`src/design/mca_pkg.sv`:
```
// ----------------------------------------------------------------------------
// MIDI chord arpeggiator package
// Shared types, codes and chord tables for the arpeggiator block.
// ----------------------------------------------------------------------------
package mca_pkg;

  localparam int IN_DW  = 48;
  localparam int OUT_DW = 24;
  localparam int CFG_AW = 2;
  localparam int CFG_DW = 20;

  localparam logic [CFG_AW-1:0] CFG_PATTERN = 2'd0;
  localparam logic [CFG_AW-1:0] CFG_CHORD   = 2'd1;
  localparam logic [CFG_AW-1:0] CFG_STEP    = 2'd2;

  localparam logic [1:0] PAT_PASS   = 2'd0;
  localparam logic [1:0] PAT_UP     = 2'd1;
  localparam logic [1:0] PAT_DOWN   = 2'd2;
  localparam logic [1:0] PAT_UPDOWN = 2'd3;

  localparam logic [2:0] CHORD_SINGLE  = 3'd0;
  localparam logic [2:0] CHORD_OCTAVE  = 3'd1;
  localparam logic [2:0] CHORD_POWER   = 3'd2;
  localparam logic [2:0] CHORD_TRIAD   = 3'd3;
  localparam logic [2:0] CHORD_SEVENTH = 3'd4;

  localparam logic [3:0] NOTE_ON_CMD  = 4'h9;
  localparam logic [3:0] NOTE_OFF_CMD = 4'h8;
  localparam logic [6:0] VEL_MAX      = 7'h7F;
  localparam logic [3:0] STEP_LAST    = 4'd11;

  localparam logic [19:0] STEP_RESET  = 20'd25200;
  // gate = floor(7 * step / 10) via reciprocal multiply
  localparam logic [23:0] GATE_RECIP  = 24'd13421773;
  localparam int          GATE_SHIFT  = 27;

  typedef enum logic [2:0] {
    OP_NONE,
    OP_LOAD,
    OP_MSG,
    OP_GATE,
    OP_STEP,
    OP_STEP_ON
  } dp_op_e;

  typedef struct packed {
    dp_op_e op;
    logic   en;
  } dp_cmd_t;

  typedef struct packed {
    logic is_tick;
    logic tick_skip;
    logic armed;
    logic step_go;
    logic split;
    logic emit;
  } dp_sts_t;

  typedef struct packed {
    logic push;
    logic flush;
  } ob_cmd_t;

  typedef struct packed {
    logic ready;
    logic done;
  } ob_sts_t;

  typedef struct packed {
    logic [7:0] data_two;
    logic [7:0] data_one;
    logic [7:0] status;
  } msg_t;

  function automatic logic [2:0] chord_size(input logic [2:0] cm);
    logic [2:0] r;
    case (cm)
      CHORD_SINGLE: r = 3'd1;
      CHORD_OCTAVE: r = 3'd2;
      CHORD_POWER:  r = 3'd3;
      CHORD_TRIAD:  r = 3'd3;
      default:      r = 3'd4;
    endcase
    return r;
  endfunction

  function automatic logic [3:0] chord_offset(input logic [2:0] cm, input logic [1:0] idx);
    logic [3:0] r;
    r = 4'd0;
    case (cm)
      CHORD_SINGLE: r = 4'd0;
      CHORD_OCTAVE: r = (idx == 2'd1) ? 4'd12 : 4'd0;
      CHORD_POWER: begin
        case (idx)
          2'd1:    r = 4'd7;
          2'd2:    r = 4'd12;
          default: r = 4'd0;
        endcase
      end
      CHORD_TRIAD: begin
        case (idx)
          2'd1:    r = 4'd4;
          2'd2:    r = 4'd7;
          default: r = 4'd0;
        endcase
      end
      default: begin
        case (idx)
          2'd1:    r = 4'd4;
          2'd2:    r = 4'd7;
          2'd3:    r = 4'd10;
          default: r = 4'd0;
        endcase
      end
    endcase
    return r;
  endfunction

  function automatic logic [1:0] step_mod(input logic [3:0] step, input logic [2:0] cnt);
    logic [3:0] q;
    logic [1:0] r;
    if (step >= 4'd9) begin
      q = step - 4'd9;
    end else if (step >= 4'd6) begin
      q = step - 4'd6;
    end else if (step >= 4'd3) begin
      q = step - 4'd3;
    end else begin
      q = step;
    end
    case (cnt)
      3'd2:    r = {1'b0, step[0]};
      3'd3:    r = q[1:0];
      default: r = step[1:0];
    endcase
    return r;
  endfunction

  function automatic logic [1:0] chord_index(input logic [3:0] step, input logic [2:0] cnt,
                                             input logic [1:0] pat);
    logic [1:0] m;
    logic [3:0] p6;
    logic [1:0] r;
    r  = 2'd0;
    m  = step_mod(step, cnt);
    p6 = (step >= 4'd6) ? step - 4'd6 : step;
    if (cnt > 3'd1) begin
      case (pat)
        PAT_UP:   r = m;
        PAT_DOWN: r = 2'(cnt - 3'd1) - m;
        PAT_UPDOWN: begin
          case (cnt)
            3'd2:    r = {1'b0, step[0]};
            3'd3:    r = (step[1:0] == 2'd3) ? 2'd1 : step[1:0];
            default: r = (p6 < 4'd4) ? p6[1:0] : 2'(4'd6 - p6);
          endcase
        end
        default: r = 2'd0;
      endcase
    end
    return r;
  endfunction

endpackage

```
`src/design/mca_obuf.sv`:
```
// ----------------------------------------------------------------------------
// Arpeggiator output buffer
// One pending slot plus the output register; marks the final item of an input.
// ----------------------------------------------------------------------------
module mca_obuf import mca_pkg::*; (
  input  logic              clk_i,
  input  logic              rst_ni,
  input  ob_cmd_t           cmd_i,
  input  msg_t              msg_i,
  output ob_sts_t           sts_o,
  output logic              m_axis_tvalid_o,
  input  logic              m_axis_tready_i,
  output logic [OUT_DW-1:0] m_axis_tdata_o,  // status, data one, data two
  output logic              m_axis_tlast_o   // last item of this input
);

  logic pend_valid_q, pend_valid_d;
  msg_t pend_q;
  logic out_valid_q, out_valid_d;
  msg_t out_q;
  logic last_q;
  logic out_free;
  logic load_out;

  assign out_free    = !out_valid_q || m_axis_tready_i;
  assign sts_o.ready = !pend_valid_q || out_free;
  assign sts_o.done  = !pend_valid_q || out_free;
  assign load_out    = pend_valid_q && out_free && (cmd_i.push || cmd_i.flush);

  always_comb begin
    out_valid_d = out_valid_q;
    if (load_out) begin
      out_valid_d = 1'b1;
    end else if (m_axis_tready_i) begin
      out_valid_d = 1'b0;
    end
    pend_valid_d = pend_valid_q;
    if (cmd_i.push) begin
      pend_valid_d = 1'b1;
    end else if (cmd_i.flush && out_free) begin
      pend_valid_d = 1'b0;
    end
  end

  always_ff @(posedge clk_i or negedge rst_ni) begin
    if (!rst_ni) begin
      pend_valid_q <= 1'b0;
      out_valid_q  <= 1'b0;
    end else begin
      pend_valid_q <= pend_valid_d;
      out_valid_q  <= out_valid_d;
    end
  end

  always_ff @(posedge clk_i) begin
    if (cmd_i.push) begin
      pend_q <= msg_i;
    end
    if (load_out) begin
      out_q  <= pend_q;
      last_q <= !cmd_i.push;
    end
  end

  assign m_axis_tvalid_o = out_valid_q;
  assign m_axis_tdata_o  = out_q;
  assign m_axis_tlast_o  = last_q;

endmodule

```
`src/design/mca_dp.sv`:
```
// ----------------------------------------------------------------------------
// Arpeggiator datapath
// Configuration, held note, step and gate timers, and result formatting.
// ----------------------------------------------------------------------------
module mca_dp import mca_pkg::*; (
  input  logic              clk_i,
  input  logic              rst_ni,
  input  logic              cfg_we_i,
  input  logic [CFG_AW-1:0] cfg_addr_i,
  input  logic [CFG_DW-1:0] cfg_wdata_i,
  input  logic [IN_DW-1:0]  in_data_i,
  input  logic              in_user_i,
  input  dp_cmd_t           cmd_i,
  output dp_sts_t           sts_o,
  output msg_t              msg_o
);

  logic [1:0]  pat_q;
  logic [2:0]  chord_q;
  logic [19:0] sf_q;
  logic [22:0] sf7_q;
  logic [19:0] gate_q;
  logic [46:0] gate_prod;

  logic        tick_q;
  logic [7:0]  st_q;
  logic [7:0]  d1_q;
  logic [7:0]  d2_q;
  logic [1:0]  len_q;
  logic [15:0] tf_q;

  logic        armed_q;
  logic [6:0]  key_q;
  logic [6:0]  vel_q;
  logic [3:0]  chan_q;
  logic        snd_valid_q;
  logic [6:0]  snd_q;
  logic [3:0]  step_q;
  logic [31:0] fts_q;
  logic [19:0] ftgo_q;

  logic [7:0]  d1m;
  logic [7:0]  d2m;
  logic        full_msg;
  logic        is_on;
  logic        is_off;
  logic        pass;
  logic [7:0]  note;
  logic        note_ok;
  logic        gate_hit;
  logic [32:0] fts_sub;
  logic [31:0] fts_dec;
  logic [31:0] fts_inc;
  logic [3:0]  step_next;
  msg_t        off_msg;
  msg_t        on_msg;
  msg_t        raw_msg;

  always_ff @(posedge clk_i or negedge rst_ni) begin
    if (!rst_ni) begin
      pat_q   <= PAT_PASS;
      chord_q <= CHORD_SINGLE;
      sf_q    <= STEP_RESET;
      sf7_q   <= 23'(STEP_RESET) * 23'd7;
      gate_q  <= 20'd17640;
    end else begin
      if (cfg_we_i) begin
        case (cfg_addr_i)
          CFG_PATTERN: pat_q <= cfg_wdata_i[1:0];
          CFG_CHORD: begin
            chord_q <= (cfg_wdata_i[2:0] > CHORD_SEVENTH) ? CHORD_SEVENTH : cfg_wdata_i[2:0];
          end
          CFG_STEP: sf_q <= (cfg_wdata_i == '0) ? 20'd1 : cfg_wdata_i;
          default: ;
        endcase
      end
      sf7_q  <= {sf_q, 3'b000} - {3'b000, sf_q};
      gate_q <= gate_prod[46:GATE_SHIFT];
    end
  end

  assign gate_prod = 47'(sf7_q) * 47'(GATE_RECIP);

  always_ff @(posedge clk_i) begin
    if (cmd_i.en && cmd_i.op == OP_LOAD) begin
      tick_q <= in_user_i;
      st_q   <= in_data_i[7:0];
      d1_q   <= in_data_i[15:8];
      d2_q   <= in_data_i[23:16];
      len_q  <= in_data_i[25:24];
      tf_q   <= in_data_i[41:26];
    end
  end

  assign d1m      = (len_q > 2'd1) ? d1_q : 8'd0;
  assign d2m      = (len_q == 2'd3) ? d2_q : 8'd0;
  assign full_msg = (len_q == 2'd3);
  assign is_on    = (st_q[7:4] == NOTE_ON_CMD) && full_msg && (d2m != 8'd0);
  assign is_off   = (st_q[7:4] == NOTE_OFF_CMD) ||
                    ((st_q[7:4] == NOTE_ON_CMD) && full_msg && (d2m == 8'd0));
  assign pass     = (pat_q == PAT_PASS);

  assign note     = {1'b0, key_q} +
                    {4'b0000, chord_offset(chord_q,
                                           chord_index(step_q, chord_size(chord_q), pat_q))};
  assign note_ok  = !note[7];
  assign gate_hit = snd_valid_q && (ftgo_q <= {4'b0000, tf_q});

  assign fts_sub   = {fts_q[31], fts_q} - {17'd0, tf_q};
  assign fts_dec   = (fts_sub[32] != fts_sub[31]) ? 32'h8000_0000 : fts_sub[31:0];
  assign fts_inc   = fts_q + {12'd0, sf_q};
  assign step_next = (step_q == STEP_LAST) ? 4'd0 : step_q + 4'd1;

  assign off_msg = '{data_two: 8'd0, data_one: {1'b0, snd_q}, status: {NOTE_OFF_CMD, chan_q}};
  assign on_msg  = '{data_two: {1'b0, vel_q}, data_one: note, status: {NOTE_ON_CMD, chan_q}};
  assign raw_msg = '{data_two: is_off ? 8'd0 : d2m, data_one: d1m, status: st_q};

  always_comb begin
    sts_o.is_tick   = tick_q;
    sts_o.tick_skip = (tf_q == 16'd0) || pass;
    sts_o.armed     = armed_q;
    sts_o.step_go   = fts_q[31] || (fts_q == 32'd0);
    sts_o.split     = note_ok && snd_valid_q;
    sts_o.emit      = 1'b0;
    msg_o           = raw_msg;
    case (cmd_i.op)
      OP_MSG: begin
        if (len_q == 2'd0) begin
          sts_o.emit = 1'b0;
        end else if (is_on && !pass) begin
          sts_o.emit = snd_valid_q;
          msg_o      = off_msg;
        end else if (is_off) begin
          sts_o.emit = pass;
        end else begin
          sts_o.emit = 1'b1;
        end
      end
      OP_GATE: begin
        sts_o.emit = gate_hit;
        msg_o      = off_msg;
      end
      OP_STEP: begin
        sts_o.emit = note_ok;
        msg_o      = snd_valid_q ? off_msg : on_msg;
      end
      OP_STEP_ON: begin
        sts_o.emit = 1'b1;
        msg_o      = on_msg;
      end
      default: sts_o.emit = 1'b0;
    endcase
  end

  always_ff @(posedge clk_i or negedge rst_ni) begin
    if (!rst_ni) begin
      armed_q     <= 1'b0;
      key_q       <= '0;
      vel_q       <= '0;
      chan_q      <= '0;
      snd_valid_q <= 1'b0;
      snd_q       <= '0;
      step_q      <= '0;
      fts_q       <= '0;
      ftgo_q      <= '0;
    end else if (cmd_i.en) begin
      case (cmd_i.op)
        OP_MSG: begin
          if (len_q != 2'd0 && !pass) begin
            if (is_on) begin
              snd_valid_q <= 1'b0;
              armed_q     <= 1'b1;
              key_q       <= d1m[6:0];
              vel_q       <= d2m[7] ? VEL_MAX : d2m[6:0];
              chan_q      <= st_q[3:0];
              step_q      <= '0;
              fts_q       <= '0;
              ftgo_q      <= '0;
            end else if (is_off && armed_q && key_q == d1m[6:0]) begin
              armed_q <= 1'b0;
            end
          end
        end
        OP_GATE: begin
          if (snd_valid_q) begin
            if (gate_hit) begin
              snd_valid_q <= 1'b0;
              ftgo_q      <= '0;
            end else begin
              ftgo_q <= ftgo_q - {4'b0000, tf_q};
            end
          end
          if (armed_q) begin
            fts_q <= fts_dec;
          end
        end
        OP_STEP: begin
          if (note_ok && snd_valid_q) begin
            snd_valid_q <= 1'b0;
          end else begin
            if (note_ok) begin
              snd_valid_q <= 1'b1;
              snd_q       <= note[6:0];
              ftgo_q      <= gate_q;
            end
            step_q <= step_next;
            fts_q  <= fts_inc;
          end
        end
        OP_STEP_ON: begin
          snd_valid_q <= 1'b1;
          snd_q       <= note[6:0];
          ftgo_q      <= gate_q;
          step_q      <= step_next;
          fts_q       <= fts_inc;
        end
        default: ;
      endcase
    end
  end

endmodule

```
`src/design/mca_ctrl.sv`:
```
// ----------------------------------------------------------------------------
// Arpeggiator controller
// Sequences message handling, gate check and chord steps; counts results.
// ----------------------------------------------------------------------------
module mca_ctrl import mca_pkg::*; #(
  parameter int MAX_RESULTS = 8
) (
  input  logic    clk_i,
  input  logic    rst_ni,
  input  logic    in_valid_i,
  output logic    in_ready_o,
  output dp_cmd_t dp_cmd_o,
  input  dp_sts_t dp_sts_i,
  output ob_cmd_t ob_cmd_o,
  input  ob_sts_t ob_sts_i
);

  localparam int NW = $clog2(MAX_RESULTS + 1);

  typedef enum logic [2:0] {
    S_IDLE,
    S_DISPATCH,
    S_GATE,
    S_STEP,
    S_STEP_ON,
    S_FLUSH
  } state_e;

  state_e        state_q, state_d;
  logic [NW-1:0] n_q, n_d;
  logic          room;
  logic          stall;

  assign room  = (n_q < NW'(MAX_RESULTS));
  assign stall = dp_sts_i.emit && room && !ob_sts_i.ready;

  always_comb begin
    dp_cmd_o.op = OP_NONE;
    case (state_q)
      S_IDLE:     dp_cmd_o.op = OP_LOAD;
      S_DISPATCH: dp_cmd_o.op = dp_sts_i.is_tick ? OP_NONE : OP_MSG;
      S_GATE:     dp_cmd_o.op = dp_sts_i.tick_skip ? OP_NONE : OP_GATE;
      S_STEP:     dp_cmd_o.op = (dp_sts_i.step_go && room) ? OP_STEP : OP_NONE;
      S_STEP_ON:  dp_cmd_o.op = OP_STEP_ON;
      default:    dp_cmd_o.op = OP_NONE;
    endcase
    state_d        = state_q;
    n_d            = n_q;
    in_ready_o     = 1'b0;
    dp_cmd_o.en    = 1'b0;
    ob_cmd_o.flush = 1'b0;
    case (state_q)
      S_IDLE: begin
        in_ready_o  = 1'b1;
        dp_cmd_o.en = in_valid_i;
        if (in_valid_i) begin
          state_d = S_DISPATCH;
        end
      end
      S_DISPATCH: begin
        if (dp_sts_i.is_tick) begin
          state_d = S_GATE;
        end else begin
          dp_cmd_o.en = !stall;
          if (!stall) begin
            state_d = S_FLUSH;
          end
        end
      end
      S_GATE: begin
        if (dp_sts_i.tick_skip) begin
          state_d = S_FLUSH;
        end else begin
          dp_cmd_o.en = !stall;
          if (!stall) begin
            state_d = dp_sts_i.armed ? S_STEP : S_FLUSH;
          end
        end
      end
      S_STEP: begin
        if (!dp_sts_i.step_go || !room) begin
          state_d = S_FLUSH;
        end else begin
          dp_cmd_o.en = !stall;
          if (!stall) begin
            state_d = dp_sts_i.split ? S_STEP_ON : S_STEP;
          end
        end
      end
      S_STEP_ON: begin
        dp_cmd_o.en = !stall;
        if (!stall) begin
          state_d = S_STEP;
        end
      end
      S_FLUSH: begin
        ob_cmd_o.flush = 1'b1;
        if (ob_sts_i.done) begin
          state_d = S_IDLE;
          n_d     = '0;
        end
      end
      default: state_d = S_IDLE;
    endcase
    ob_cmd_o.push = dp_cmd_o.en && dp_sts_i.emit && room;
    if (ob_cmd_o.push) begin
      n_d = n_q + NW'(1);
    end
  end

  always_ff @(posedge clk_i or negedge rst_ni) begin
    if (!rst_ni) begin
      state_q <= S_IDLE;
      n_q     <= '0;
    end else begin
      state_q <= state_d;
      n_q     <= n_d;
    end
  end

  a_push_ready: assert property (@(posedge clk_i) disable iff (!rst_ni)
    ob_cmd_o.push |-> ob_sts_i.ready)
    else $error("result pushed while output buffer full");

  a_count_limit: assert property (@(posedge clk_i) disable iff (!rst_ni)
    n_q <= NW'(MAX_RESULTS))
    else $error("result count above limit");

  a_idle_clear: assert property (@(posedge clk_i) disable iff (!rst_ni)
    (state_q == S_IDLE) |-> (n_q == '0))
    else $error("result count not cleared in idle");

  a_flush_hold: assert property (@(posedge clk_i) disable iff (!rst_ni)
    (state_q == S_FLUSH && !ob_sts_i.done) |=> (state_q == S_FLUSH))
    else $error("left flush with pending result");

endmodule

```
`src/design/midi_chord_arpeggiator.sv`:
```
// ----------------------------------------------------------------------------
// MIDI chord arpeggiator
// Monophonic arpeggiator: note messages arm it, timing ticks step chord notes.
//
//   channel  direction  tdata / tuser                                  handshake
//   s_axis   in         tdata: status, data one, data two, len, frames  tvalid/tready
//                       tuser: opcode (0 message, 1 tick)
//   m_axis   out        tdata: status, data one, data two; tlast        tvalid/tready
//   cfg      in         index 0 pattern, 1 chord, 2 step frames         cfg_we_i
//
// A message is loaded, handled and flushed; a tick is loaded, gate-checked and,
// when armed, walks the chord steps (with an extra state for each step that
// closes a sounding note first) before its flush. Results pass through a
// pending slot and the output register; when both are full the sequencer stalls in place.
// Reset clears the held note, timers and all control; configuration returns
// to passthrough, single note, 25200 frames per step.
// ----------------------------------------------------------------------------
module midi_chord_arpeggiator import mca_pkg::*; #(
  parameter int MAX_RESULTS = 8
) (
  input  logic              clk_i,
  input  logic              rst_ni,
  input  logic              cfg_we_i,
  input  logic [CFG_AW-1:0] cfg_addr_i,
  input  logic [CFG_DW-1:0] cfg_wdata_i,
  input  logic              s_axis_tvalid_i,
  output logic              s_axis_tready_o,
  // status_byte, data_one, data_two, msg_length, tick_frames, zero pad
  input  logic [IN_DW-1:0]  s_axis_tdata_i,
  input  logic              s_axis_tuser_i,  // opcode
  output logic              m_axis_tvalid_o,
  input  logic              m_axis_tready_i,
  // out_status_byte, out_data_one, out_data_two
  output logic [OUT_DW-1:0] m_axis_tdata_o,
  output logic              m_axis_tlast_o   // out_last
);

  dp_cmd_t dp_cmd;
  dp_sts_t dp_sts;
  ob_cmd_t ob_cmd;
  ob_sts_t ob_sts;
  msg_t    msg;

  mca_ctrl #(
    .MAX_RESULTS(MAX_RESULTS)
  ) u_ctrl (
    .clk_i      (clk_i),
    .rst_ni     (rst_ni),
    .in_valid_i (s_axis_tvalid_i),
    .in_ready_o (s_axis_tready_o),
    .dp_cmd_o   (dp_cmd),
    .dp_sts_i   (dp_sts),
    .ob_cmd_o   (ob_cmd),
    .ob_sts_i   (ob_sts)
  );

  mca_dp u_dp (
    .clk_i       (clk_i),
    .rst_ni      (rst_ni),
    .cfg_we_i    (cfg_we_i),
    .cfg_addr_i  (cfg_addr_i),
    .cfg_wdata_i (cfg_wdata_i),
    .in_data_i   (s_axis_tdata_i),
    .in_user_i   (s_axis_tuser_i),
    .cmd_i       (dp_cmd),
    .sts_o       (dp_sts),
    .msg_o       (msg)
  );

  mca_obuf u_obuf (
    .clk_i           (clk_i),
    .rst_ni          (rst_ni),
    .cmd_i           (ob_cmd),
    .msg_i           (msg),
    .sts_o           (ob_sts),
    .m_axis_tvalid_o (m_axis_tvalid_o),
    .m_axis_tready_i (m_axis_tready_i),
    .m_axis_tdata_o  (m_axis_tdata_o),
    .m_axis_tlast_o  (m_axis_tlast_o)
  );

endmodule
```
`config.mk`:
```
export PLATFORM = sky130hd
export DESIGN_NAME = midi_chord_arpeggiator
export DESIGN_NICKNAME = d
export VERILOG_FILES = /design/src/design/mca_pkg.sv /design/src/design/mca_obuf.sv /design/src/design/mca_dp.sv /design/src/design/mca_ctrl.sv /design/src/design/midi_chord_arpeggiator.sv
export SDC_FILE = /design/constraint.sdc
export NUM_CORES = 1
export LEC_CHECK = 0
export BUFFER_PORTS_ARGS = -buffer_cell sky130_fd_sc_hd__buf_4
export CAP_MARGIN = 5
export CORE_MARGIN = 2
export CORE_UTILIZATION = 55
export CTS_CLUSTER_DIAMETER = 30
export DETAILED_ROUTE_END_ITERATION = 8
export PLACE_DENSITY = 0.73
export RECOVER_POWER = 100
export SLEW_MARGIN = 20
export SYNTH_ARGS = -nofsm -noshare
export SYNTH_HDL_FRONTEND = slang
export SYNTH_SLANG_ARGS = --single-unit
```
`constraint.sdc`:
```
create_clock -name clk_i -period 14.4 [get_ports clk_i]
set_clock_uncertainty 0.15 [all_clocks]
set_input_delay 0.72 -clock clk_i [delete_from_list [all_inputs] [get_ports clk_i]]
set_output_delay 0.72 -clock clk_i [all_outputs]
set_load 0.01 [all_outputs]
```
==> flow_results.xml <==
<?xml version="1.0" encoding="UTF-8"?>
<metrics>
  <group name="placed_design">
    <metric name="placed_cell_area" unit="mm²">0.0225</metric>
    <metric name="detailed_place_hpwl" unit="µm">39200</metric>
    <metric name="buffer_ports.inserted" unit="">96</metric>
    <metric name="place.gp.congestion" unit="">0.915</metric>
    <metric name="detailedPlace.worstSlack" unit="ns">6.71</metric>
  </group>
  <group name="die">
    <metric name="fp.dieW" unit="µm">200</metric>
    <metric name="initial_core_utilization" unit="%">56.1</metric>
    <metric name="placement_rows" unit="">71</metric>
    <metric name="coreArea" unit="mm²">0.0378</metric>
    <metric name="die_area" unit="mm²">0.0402</metric>
    <metric name="design.portCount" unit="">103</metric>
    <metric name="dieHeight" unit="µm">200</metric>
  </group>
  <group name="yosys">
    <metric name="synth_seq_area_share" unit="%">32.0</metric>
    <metric name="ys.flop_type" unit="">sky130_fd_sc_hd__dfrtp_1</metric>
    <metric name="mappedNetlistArea" unit="mm²">0.0212</metric>
    <metric name="synth_area_leader_cell" unit="">sky130_fd_sc_hd__ha_1</metric>
    <metric name="synth.top_cells.by_area" unit="">sky130_fd_sc_hd__ha_1 17%, sky130_fd_sc_hd__dfrtp_1 17%, sky130_fd_sc_hd__fa_1 14%, sky130_fd_sc_hd__edfxtp_1 13%, sky130_fd_sc_hd__inv_1 5.4%</metric>
    <metric name="edff_count_synth" unit="">92</metric>
    <metric name="synthXorXnorAreaFrac" unit="%">3.75</metric>
    <metric name="syn_inst_count" unit="">2084</metric>
    <metric name="synth_seq_cells" unit="">252</metric>
    <metric name="synthArstFlopShare" unit="%">63.5</metric>
    <metric name="synth_compound_area_share" unit="%">13.7</metric>
    <metric name="largest_family_of_logic_cells_by_synthesized_area" unit="">adder cells</metric>
    <metric name="syn_avg_cell_area" unit="µm²">10.2</metric>
    <metric name="synthSimpleGateAreaFrac" unit="%">10.7</metric>
    <metric name="syn_nets" unit="">2596</metric>
    <metric name="ys_warn_count" unit="">0</metric>
    <metric name="synth_top_cell_area_share" unit="%">17.0</metric>
    <metric name="yosys-mux-area-fraction" unit="%">2.56</metric>
    <metric name="synth-adder-area-share" unit="%">30.9</metric>
    <metric name="ys_types" unit="">83</metric>
  </group>
  <group name="clocking">
    <metric name="cts_hold_repair.buffers" unit="">0</metric>
    <metric name="post_cts.resized_instances" unit="">0</metric>
    <metric name="cts_htree_levels" unit="">2</metric>
    <metric name="clk_path_buf_depth" unit="">3</metric>
    <metric name="clock_network_latency_to_the_later_pin_of_the_worst_skew_pair" unit="ns">0.58</metric>
    <metric name="tritoncts_clock_tree" unit="">built</metric>
    <metric name="cts_post_setup_buffers_inserted" unit="">0</metric>
    <metric name="numCtsBuffers" unit="">54</metric>
    <metric name="cts-root-buf" unit="">sky130_fd_sc_hd__clkbuf_16</metric>
    <metric name="clkSlewWorstSetupHoldPaths" unit="ns">0.05</metric>
    <metric name="tritoncts_num_sinks" unit="">252</metric>
  </group>
  <group name="setup_path">
    <metric name="worst_ep_arrival_time" unit="ns">8.62</metric>
    <metric name="rrSetupSlack" unit="ns">6.00</metric>
    <metric name="required" unit="ns">14.62</metric>
    <metric name="crit_end_element" unit="">flip-flop</metric>
    <metric name="startpoint_of_the_lowest_slack_register_to_register_path" unit="">u_dp.fts_q[22]</metric>
    <metric name="worstPathMaxFanout" unit="">50</metric>
    <metric name="crit_path_start_kind" unit="">flip-flop</metric>
    <metric name="ff2ff_path_depth" unit="">10</metric>
    <metric name="timing.setup.critical_path_class" unit="">flip-flop to flip-flop</metric>
    <metric name="critical_path.reg2reg.endpoint" unit="">u_dp.ftgo_q[13]</metric>
  </group>
  <group name="outcome">
    <metric name="run_status" unit="">finished with violations</metric>
    <metric name="failed_checks" unit="">capacitance limit, slew limit</metric>
  </group>
  <group name="timing">
    <metric name="max_slew.worst_pin.slew" unit="ns">5.21</metric>
    <metric name="finalHoldViolations" unit="">0</metric>
    <metric name="final.min_clock_period" unit="ns">8.40</metric>
    <metric name="maxClockFrequency" unit="GHz">0.119</metric>
    <metric name="setup_violations" unit="">0</metric>
    <metric name="drv_slew" unit="">357</metric>
    <metric name="slew_hr" unit="%">-247</metric>
    <metric name="finalSetupTns" unit="ns">0</metric>
    <metric name="timing.final.ws_setup" unit="ns">6.00</metric>
    <metric name="final_min_period_over_clock_period" unit="%">58.3</metric>
    <metric name="rsz0062_at_grt" unit="">false</metric>
    <metric name="whs" unit="ns">0.191</metric>
  </group>
  <group name="routing">
    <metric name="total_length_of_routed_wires" unit="µm">50600</metric>
    <metric name="antenna_violation_net_count_after_detailed_routing" unit="">0</metric>
    <metric name="initialDrtViolationCount" unit="">1074</metric>
    <metric name="routed_wirelength_normalized_by_instance_count" unit="µm">18.4</metric>
    <metric name="drc" unit="">0</metric>
    <metric name="avgViaCountPerCell" unit="">5.72</metric>
    <metric name="vias" unit="">15800</metric>
    <metric name="dr.pass1.iters" unit="">6</metric>
  </group>
  <group name="hold_path">
    <metric name="worst_hold_startpoint" unit="">s_axis_tdata_i[22]</metric>
    <metric name="timing.hold.worst_endpoint" unit="">u_dp.d2_q[6]</metric>
    <metric name="hold-path-cell-count" unit="">1</metric>
    <metric name="hold_class" unit="">primary input to flip-flop</metric>
  </group>
  <group name="global_routing">
    <metric name="grt_max_degree" unit="">94</metric>
    <metric name="grt-ovfl-total" unit="">0</metric>
    <metric name="antenna_found_initial" unit="">2</metric>
    <metric name="grt_first_pass_wirelength" unit="µm">81900</metric>
    <metric name="grt_pass1_vias" unit="">16100</metric>
    <metric name="globalRouteTotalUtil" unit="%">25.3</metric>
  </group>
  <group name="job">
    <metric name="drv_cap" unit="">8</metric>
  </group>
  <group name="cells_and_area">
    <metric name="finalNetCount" unit="">2710</metric>
    <metric name="design_area" unit="mm²">0.0242</metric>
    <metric name="n_fill_cell" unit="">3010</metric>
    <metric name="areaGrowthSynthToFinish" unit="%">14.0</metric>
    <metric name="drive_gt1_share" unit="%">11.1</metric>
  </group>
</metrics>
## Yosys cell counts (5+ instances only)
library cell and number:
sky130_fd_sc_hd__or2_2 14, sky130_fd_sc_hd__dfrtp_1 142, sky130_fd_sc_hd__dfstp_2 18, sky130_fd_sc_hd__buf_2 8, sky130_fd_sc_hd__inv_1 308, sky130_fd_sc_hd__a31o_2 8
sky130_fd_sc_hd__and3_1 10, sky130_fd_sc_hd__a22oi_1 14, sky130_fd_sc_hd__nor4_1 21, sky130_fd_sc_hd__o21bai_1 10, sky130_fd_sc_hd__o21ai_0 93, sky130_fd_sc_hd__a21o_1 39
sky130_fd_sc_hd__nand4_1 15, sky130_fd_sc_hd__or3_1 14, sky130_fd_sc_hd__edfxtp_1 92, sky130_fd_sc_hd__nor3b_1 5, sky130_fd_sc_hd__nand3_1 29, sky130_fd_sc_hd__a22o_1 11
sky130_fd_sc_hd__xnor2_1 63, sky130_fd_sc_hd__nand2_1 110, sky130_fd_sc_hd__a21boi_0 5, sky130_fd_sc_hd__mux2i_1 6, sky130_fd_sc_hd__nor3_1 36, sky130_fd_sc_hd__a211o_1 5
sky130_fd_sc_hd__ha_1 289, sky130_fd_sc_hd__a222oi_1 5, sky130_fd_sc_hd__a211oi_1 7, sky130_fd_sc_hd__nand2b_1 13, sky130_fd_sc_hd__clkbuf_1 34, sky130_fd_sc_hd__mux2_2 43
sky130_fd_sc_hd__nor2_1 139, sky130_fd_sc_hd__a31oi_1 23, sky130_fd_sc_hd__nand3b_1 5, sky130_fd_sc_hd__nor2b_1 18, sky130_fd_sc_hd__a221oi_1 18, sky130_fd_sc_hd__xor2_1 28
sky130_fd_sc_hd__fa_1 147, sky130_fd_sc_hd__o22ai_1 6, sky130_fd_sc_hd__o31ai_1 10, sky130_fd_sc_hd__a21oi_1 116, sky130_fd_sc_hd__o21a_1 20, sky130_fd_sc_hd__and2_1 7
## stage by stage
stage          util, %  cells
6_report          64.0   2756
4_1_cts           64.5   2754
5_1_grt           64.0   2756
2_1_floorplan        -   2084
3_3_place_gp      59.3   2653
3_5_place_dp      59.3   2653
## flip-flops by register name (all words and copies together), names as in the netlist, 16 cells and up
register and count:
u_dp.sf7_q 23, u_dp.gate_q 20, u_dp.fts_q 32, u_dp.sf_q 20, u_obuf.m_axis_tdata_o 24, u_obuf.pend_q 24, u_dp.ftgo_q 20, u_dp.tf_q 16
## cells by family (layout without fill, tap and decap cells)
kind of cell	count (synthesis)	after routing
and+or+nand+nor	458	458
AOI/OAI and AO/OA	442	442
adders and majority gates	436	436
buffers and inverters	356	515
DFF	252	252
xor gates and xnor gates	91	91
muxes	49	49
other	0	2
## critical path: stages (launching register included)
cell and delay [ns]:
sky130_fd_sc_hd__dfrtp_1 0.48, sky130_fd_sc_hd__or4_1 0.63, sky130_fd_sc_hd__or4_1 0.57, sky130_fd_sc_hd__o31a_1 0.39
sky130_fd_sc_hd__nor3_1 0.72, sky130_fd_sc_hd__or2_1 0.19, sky130_fd_sc_hd__clkbuf_1 1.83, sky130_fd_sc_hd__nor2_1 0.86
sky130_fd_sc_hd__nand4b_1 1.53, sky130_fd_sc_hd__a221oi_1 0.76, sky130_fd_sc_hd__a21oi_1 0.08
## layout by cell type (no fill, tap or decap), types with 28 or more instances in the layout
cell,instances
sky130_fd_sc_hd__inv_1,308
sky130_fd_sc_hd__ha_1,289
sky130_fd_sc_hd__fa_1,147
sky130_fd_sc_hd__dfrtp_1,142
sky130_fd_sc_hd__nor2_1,139
sky130_fd_sc_hd__a21oi_1,116
sky130_fd_sc_hd__nand2_1,110
sky130_fd_sc_hd__o21ai_0,95
sky130_fd_sc_hd__edfxtp_1,92
sky130_fd_sc_hd__xnor2_1,63
sky130_fd_sc_hd__clkbuf_16,54
sky130_fd_sc_hd__mux2_2,43
sky130_fd_sc_hd__clkbuf_4,43
sky130_fd_sc_hd__clkbuf_1,42
sky130_fd_sc_hd__a21o_1,39
sky130_fd_sc_hd__nor3_1,38
sky130_fd_sc_hd__nand3_1,30
sky130_fd_sc_hd__xor2_1,28
## layout make-up
| type | instances | area, µm² | share of cell area, % |
|---|---|---|---|
| multi-input combinational | 1476 | 13000 | 53.7 |
| sequential | 252 | 6790 | 28.0 |
| clock buffer | 64 | 1440 | 5.94 |
| antenna | 2 | 5.00 | 0.0207 |
| tap | 511 | 639 | 2.64 |
| clock inverter | 37 | 536 | 2.21 |
| inverter | 308 | 1160 | 4.78 |
| timing repair buffer | 106 | 657 | 2.71 |
## how the worst max path moves through the flow
stage | start | endpoint | slack, ns | cells past startpoint
4_1_cts | u_dp.sf7_q[12] | u_dp.gate_q[19] | 6.68 | 24
5_1_grt | rst_ni | u_dp.fts_q[7] | 5.24 | 2
6_report | u_dp.fts_q[22] | u_dp.ftgo_q[13] | 6.00 | 10
3_5_place_dp | u_dp.sf7_q[15] | u_dp.gate_q[19] | 6.71 | 22
3_3_place_gp | u_dp.sf7_q[15] | u_dp.gate_q[19] | 6.85 | 22
2_1_floorplan | u_dp.sf7_q[12] | u_dp.gate_q[19] | 7.69 | 24
## layer usage
layer / share of wire (%) / global-route usage, %
met3: 4.7 / 3.43
met4: 3.5 / 9.44
met5: 0 / 0
met2: 47 / 41.1
met1: 45 / 34.7
Power is left out: the tool's default activity adds up to more than one toggle a clock period on the data nets, which glitch-free logic cannot reach.
